## src/rtl/gcc_pkg.sv

```systemverilog
package gcc_pkg;

  // Default size of the adjacency matrix.
  localparam int MAX_VERTICES_DEF = 64;

  // Field widths fixed by the interface.
  localparam int KIND_W   = 3;
  localparam int VERTEX_W = 6;
  localparam int VCOUNT_W = 7;
  localparam int TALLY_W  = 20;

  localparam logic [VCOUNT_W-1:0] VCOUNT_RESET = 7'd64;
  localparam logic [TALLY_W-1:0]  TALLY_MAX    = 20'hFFFFF;

  // Item kinds.
  localparam logic [KIND_W-1:0] KIND_ADD    = 3'd0;
  localparam logic [KIND_W-1:0] KIND_REMOVE = 3'd1;
  localparam logic [KIND_W-1:0] KIND_TEST   = 3'd2;
  localparam logic [KIND_W-1:0] KIND_EDGES  = 3'd3;
  localparam logic [KIND_W-1:0] KIND_TRI    = 3'd4;
  localparam logic [KIND_W-1:0] KIND_K4     = 3'd5;

  typedef struct packed {
    logic [KIND_W-1:0]   kind;
    logic                remove_found;
    logic [VERTEX_W-1:0] vertex_u;
    logic [VERTEX_W-1:0] vertex_v;
  } in_item_t;

  typedef struct packed {
    logic               edge_present;
    logic [TALLY_W-1:0] tally;
    logic               status;
  } out_item_t;

  // Datapath operations, one per cycle.
  typedef enum logic [4:0] {
    OP_NONE,
    OP_LOAD,
    OP_ERR,
    OP_E_RD,
    OP_E_WU,
    OP_E_WV,
    OP_RD_A,
    OP_LD_A,
    OP_NEXT_A,
    OP_RD_B,
    OP_LD_B,
    OP_NEXT_B,
    OP_CNT_B,
    OP_RD_C,
    OP_LD_C,
    OP_NEXT_C,
    OP_CNT_C,
    OP_NEXT_D,
    OP_CNT_D,
    OP_HIT_D,
    OP_WR_D,
    OP_WR_C,
    OP_EMIT
  } op_t;

  typedef struct packed {
    op_t op;
  } cmd_t;

  typedef struct packed {
    logic [KIND_W-1:0] kind;
    logic              strip;
    logic              edge_bad;
    logic              a_end;
    logic              b_end;
    logic              c_end;
    logic              d_end;
    logic              bit_ab;
    logic              bit_c;
    logic              bit_d;
    logic              out_free;
  } stat_t;

endpackage

```

## src/rtl/gcc_ctrl.sv

```systemverilog
module gcc_ctrl (
  input  logic              clk,
  input  logic              rst,
  input  logic              in_valid,
  output logic              in_ready,
  input  gcc_pkg::stat_t    stat,
  output gcc_pkg::cmd_t     cmd
);

  typedef enum logic [13:0] {
    S_IDLE    = 14'b00000000000001,
    S_EDGE_RD = 14'b00000000000010,
    S_EDGE_WU = 14'b00000000000100,
    S_EDGE_WV = 14'b00000000001000,
    S_A       = 14'b00000000010000,
    S_LD_A    = 14'b00000000100000,
    S_B       = 14'b00000001000000,
    S_LD_B    = 14'b00000010000000,
    S_C       = 14'b00000100000000,
    S_LD_C    = 14'b00001000000000,
    S_D       = 14'b00010000000000,
    S_WR_D    = 14'b00100000000000,
    S_WR_C    = 14'b01000000000000,
    S_EMIT    = 14'b10000000000000
  } state_t;

  state_t state, state_next;

  assign in_ready = (state == S_IDLE);

  // State register.
  always_ff @(posedge clk) begin
    if (rst) begin
      state <= S_IDLE;
    end else begin
      state <= state_next;
    end
  end

  // Next state and datapath operation.
  always_comb begin
    state_next = state;
    cmd.op     = gcc_pkg::OP_NONE;
    unique case (state)
      S_IDLE: begin
        if (in_valid) begin
          cmd.op = gcc_pkg::OP_LOAD;
          state_next = S_EDGE_RD;
        end
      end
      S_EDGE_RD: begin
        // The item kind is held in the datapath from here on.
        if (stat.kind == gcc_pkg::KIND_ADD || stat.kind == gcc_pkg::KIND_REMOVE ||
            stat.kind == gcc_pkg::KIND_TEST) begin
          if (stat.edge_bad) begin
            cmd.op = gcc_pkg::OP_ERR;
            state_next = S_EMIT;
          end else begin
            cmd.op = gcc_pkg::OP_E_RD;
            state_next = S_EDGE_WU;
          end
        end else if (stat.kind == gcc_pkg::KIND_EDGES || stat.kind == gcc_pkg::KIND_TRI ||
                     stat.kind == gcc_pkg::KIND_K4) begin
          state_next = S_A;
        end else begin
          state_next = S_EMIT;
        end
      end
      S_EDGE_WU: begin
        cmd.op = gcc_pkg::OP_E_WU;
        state_next = (stat.kind == gcc_pkg::KIND_TEST) ? S_EMIT : S_EDGE_WV;
      end
      S_EDGE_WV: begin
        cmd.op = gcc_pkg::OP_E_WV;
        state_next = S_EMIT;
      end
      S_A: begin
        if (stat.a_end) begin
          state_next = S_EMIT;
        end else begin
          cmd.op = gcc_pkg::OP_RD_A;
          state_next = S_LD_A;
        end
      end
      S_LD_A: begin
        cmd.op = gcc_pkg::OP_LD_A;
        state_next = S_B;
      end
      S_B: begin
        if (stat.b_end) begin
          cmd.op = gcc_pkg::OP_NEXT_A;
          state_next = S_A;
        end else if (stat.bit_ab) begin
          if (stat.kind == gcc_pkg::KIND_EDGES) begin
            cmd.op = gcc_pkg::OP_CNT_B;
          end else begin
            cmd.op = gcc_pkg::OP_RD_B;
            state_next = S_LD_B;
          end
        end else begin
          cmd.op = gcc_pkg::OP_NEXT_B;
        end
      end
      S_LD_B: begin
        cmd.op = gcc_pkg::OP_LD_B;
        state_next = S_C;
      end
      S_C: begin
        if (stat.c_end) begin
          cmd.op = gcc_pkg::OP_NEXT_B;
          state_next = S_B;
        end else if (stat.bit_c) begin
          if (stat.kind == gcc_pkg::KIND_TRI) begin
            cmd.op = gcc_pkg::OP_CNT_C;
          end else begin
            cmd.op = gcc_pkg::OP_RD_C;
            state_next = S_LD_C;
          end
        end else begin
          cmd.op = gcc_pkg::OP_NEXT_C;
        end
      end
      S_LD_C: begin
        cmd.op = gcc_pkg::OP_LD_C;
        state_next = S_D;
      end
      S_D: begin
        if (stat.d_end) begin
          if (stat.strip) begin
            state_next = S_WR_C;
          end else begin
            cmd.op = gcc_pkg::OP_NEXT_C;
            state_next = S_C;
          end
        end else if (stat.bit_d) begin
          if (stat.strip) begin
            cmd.op = gcc_pkg::OP_HIT_D;
            state_next = S_WR_D;
          end else begin
            cmd.op = gcc_pkg::OP_CNT_D;
          end
        end else begin
          cmd.op = gcc_pkg::OP_NEXT_D;
        end
      end
      S_WR_D: begin
        cmd.op = gcc_pkg::OP_WR_D;
        state_next = S_D;
      end
      S_WR_C: begin
        cmd.op = gcc_pkg::OP_WR_C;
        state_next = S_C;
      end
      S_EMIT: begin
        if (stat.out_free) begin
          cmd.op = gcc_pkg::OP_EMIT;
          state_next = S_IDLE;
        end
      end
      default: begin
        state_next = S_IDLE;
      end
    endcase
  end

endmodule

```

## config.mk

```make
export PLATFORM = sky130hd
export DESIGN_NAME = gcc_ctrl
export DESIGN_NICKNAME = d
export VERILOG_FILES = /design/src/rtl/gcc_pkg.sv /design/src/rtl/gcc_ctrl.sv
export SDC_FILE = /design/constraint.sdc
export NUM_CORES = 1
export LEC_CHECK = 0
export BUFFER_PORTS_ARGS = -buffer_cell sky130_fd_sc_hd__buf_4
export CAP_MARGIN = 20
export CORE_ASPECT_RATIO = 1.25
export CORE_MARGIN = 1
export CORE_UTILIZATION = 55
export DETAILED_ROUTE_END_ITERATION = 16
export PLACE_DENSITY_LB_ADDON = 0.05
export SETUP_SLACK_MARGIN = 0.4
export SYNTH_ARGS = -nofsm -noshare
export SYNTH_HDL_FRONTEND = slang
export SYNTH_SLANG_ARGS = --single-unit
```

## constraint.sdc

```tcl
create_clock -name clk -period 3.2 [get_ports clk]
set_input_delay 0.16 -clock clk [delete_from_list [all_inputs] [get_ports clk]]
set_output_delay 0.16 -clock clk [all_outputs]
set_load 0.005 [all_outputs]
```

==> reports/metrics.cfg <==
[pwr]
power_density_nw_per_um2 = 341
ir_drop_mv = 0.289
leakagePower_uw = 0.000539

[finish]
regMostFlops = state
layout-drive-gt1-share_pct = 21.5
n_antenna_cell = 0
area_delta_synth_final_pct = 12.9
biggestRegsByFlops = state: 14 flops
final_area_um2 = 1450
final_common_cell = buf_4
num-nets-final = 194
mostFrequentLayoutCells = buf_4, nor2_1, dfxtp_1
largest_register_ff_count = 14

[placed_design]
io_buffer_count = 21
dpl-instance-area_um2 = 1410
gp_congestion = 0.924
place_hpwl_um = 2790

[synth]
synthDominantCellAreaShare_pct = 21.9
yosys.area.top_type = dfxtp_1
yosysSeqAreaShare_pct = 21.9
synthTopCellsByArea = dfxtp_1, nor2_1, nor4_4, nor3_1, xnor2_1
syn_area_um2 = 1280
ys_async_sr_fraction_pct = 0
synth_cell_types = 60
ys_seq_elements = 14
synth_edf_count = 0
syn_nets = 177
ys.flop_type = dfxtp_1
ys_warn_count = 0
syn_avg_cell_area_um2 = 7.97
synth_cells = 161

[detailed_routing]
wl_met3_um = 289
drtAntennaViolNets = 0
vias_per_cell = 6.69
drtIter0Drc = 52
wl_per_cell_um = 17.2
wl_met1_um = 1410
highest_layer = met4
wl_met2_um = 1790
route.detailed.drc = 0
dr.pass1.iters = 4
drt-total-wl_um = 3580
route.vias.total = 1392

[setup_path]
critPathMaxFanout = 8
setup.worst_path.end_class = primary output
crit_slowest_cell = or4b_4
cp_data_arrival_time_ns = 2.33
crit_chain = nor4_4, nand3_2, or4b_4, o21a_1, o2111ai_1, buf_4
startpoint_type = flop
max_stage_delay_ns = 0.55
critPathKind = reg -> out
required_ns = 3.04

[clock_tree]
insertion_delay_ns = 0.29
htree_levels = 1
hold_buffers = 0
cts_root_buffer = clkbuf_4
clk_pin_slew_ns = 0.10
clock-sinks = 14
cts_tree = done
postCtsSetupBuffers = 0
cts.path.max_buffers = 2
cts-buffers-inserted = 3
cts_resized = 0

[grt]
grt_first_pass_wirelength_um = 5890
grt_overflow = 0
grt_usage_pct = 31.5
grt_pass1_vias = 1315
grt_max_degree = 11
antenna_found_initial = 0

[floorplan]
start_util_pct = 58.0
die_area_um2 = 2530
rows = 19
fp.dieW_um = 45.2
die_h_um = 56.0
ioPinCount = 22
core_um2 = 2210

[sta]
slew_headroom_pct = 62.6
worstMarginPinSlew_ns = 0.553
whs_ns = 0.0350
rsz0062_at_grt = false
hold_viol = 0
layout_min_cycle_time_ns = 2.49
skew_ns = 0.00148
final.setup.tns_ns = 0
timing.final.max_slew_violations = 0
setup_viol = 0
post-route-period-util_pct = 77.8
fmax_ghz = 0.402

[status]
status = finished, final reports clean

[flow_run]
maxCapViolations = 0

[worst_hold_path]
worstHoldPathType = in -> reg

-- synthesized netlist by cell type, drive strengths merged (2+ instances only) --
master / n
buf: 7
nand3: 9
nand4bb: 2
o2111ai: 3
and2: 3
o21a: 2
a31oi: 5
and2b: 2
inv: 4
dfxtp: 14
nand3b: 2
xnor2: 5
o21ai: 6
or4: 4
nand4: 4
and4: 2
and3: 2
or4b: 2
a21oi: 5
nand2: 10
nor2b: 3
nor4: 6
nor2: 18
nor3: 12
nand2b: 2
a32oi: 2
nor4b: 2
-- cell families after synthesis --
family                    after synthesis  share of synthesized area, %
buffers and inverters                  13                          6.44
muxes                                   1                         0.781
xor gates and xnor gates                6                          4.10
DFF                                    14                          21.9
AOI/OAI and AO/OA                      35                          19.8
and+or+nand+nor                        92                          47.0
-- per-layer routing --
metal  up-vias  global-route usage (%)
met5         -                       0
li1        658                       -
met4         0                    12.6
met3        11                    5.19
met1       648                    38.2
met2        75                    53.0
-- through the flow --
step                      setup slack (ns)  util, %  instances  power [uW]
after global placement                1.13     63.8        204         356
after detailed placement              1.07     63.8        204         357
after floorplan                       1.34        -        161         302
after global routing                 0.496     65.5        208         514
final                                0.710     65.5        208         493
after CTS                            0.731     65.5        208         490
-- cell type report --
| type | instances | area (um^2) |
|---|---|---|
| clock buffers | 4 | 36.3 |
| flip-flops and latches | 14 | 280 |
| inverters | 4 | 15.0 |
| repair buffers | 21 | 158 |
| multi-input cells | 134 | 920 |
| fillers | 204 | 763 |
| well taps | 31 | 38.8 |
-- critical path, delay by kind of cell, from the launching register on --
family	cells	cell delay, ns
and+or+nand+nor	3	1.24
DFF	1	0.42
AOI/OAI and AO/OA	2	0.24
buffers and inverters	1	0.14
-- final timing paths --
check | startpoint | end | slack (ns) | cells past startpoint
hold reg to reg | state[4] | state[5] | 0.73 | 2
hold / removal | stat[7] | state[5] | 0.04 | 2
setup reg to reg | state[3] | state[0] | 1.18 | 5
setup / recovery | state[3] | cmd[0] | 0.71 | 6
-- report_power, final --
part	leakage, uW	internal (uW)	switching, uW
combinational	0.000405	70.5	90.9
clock	0.0000210	69.3	67.8
sequential	0.000113	181	13.6
(Power assumes the default switching activity.)
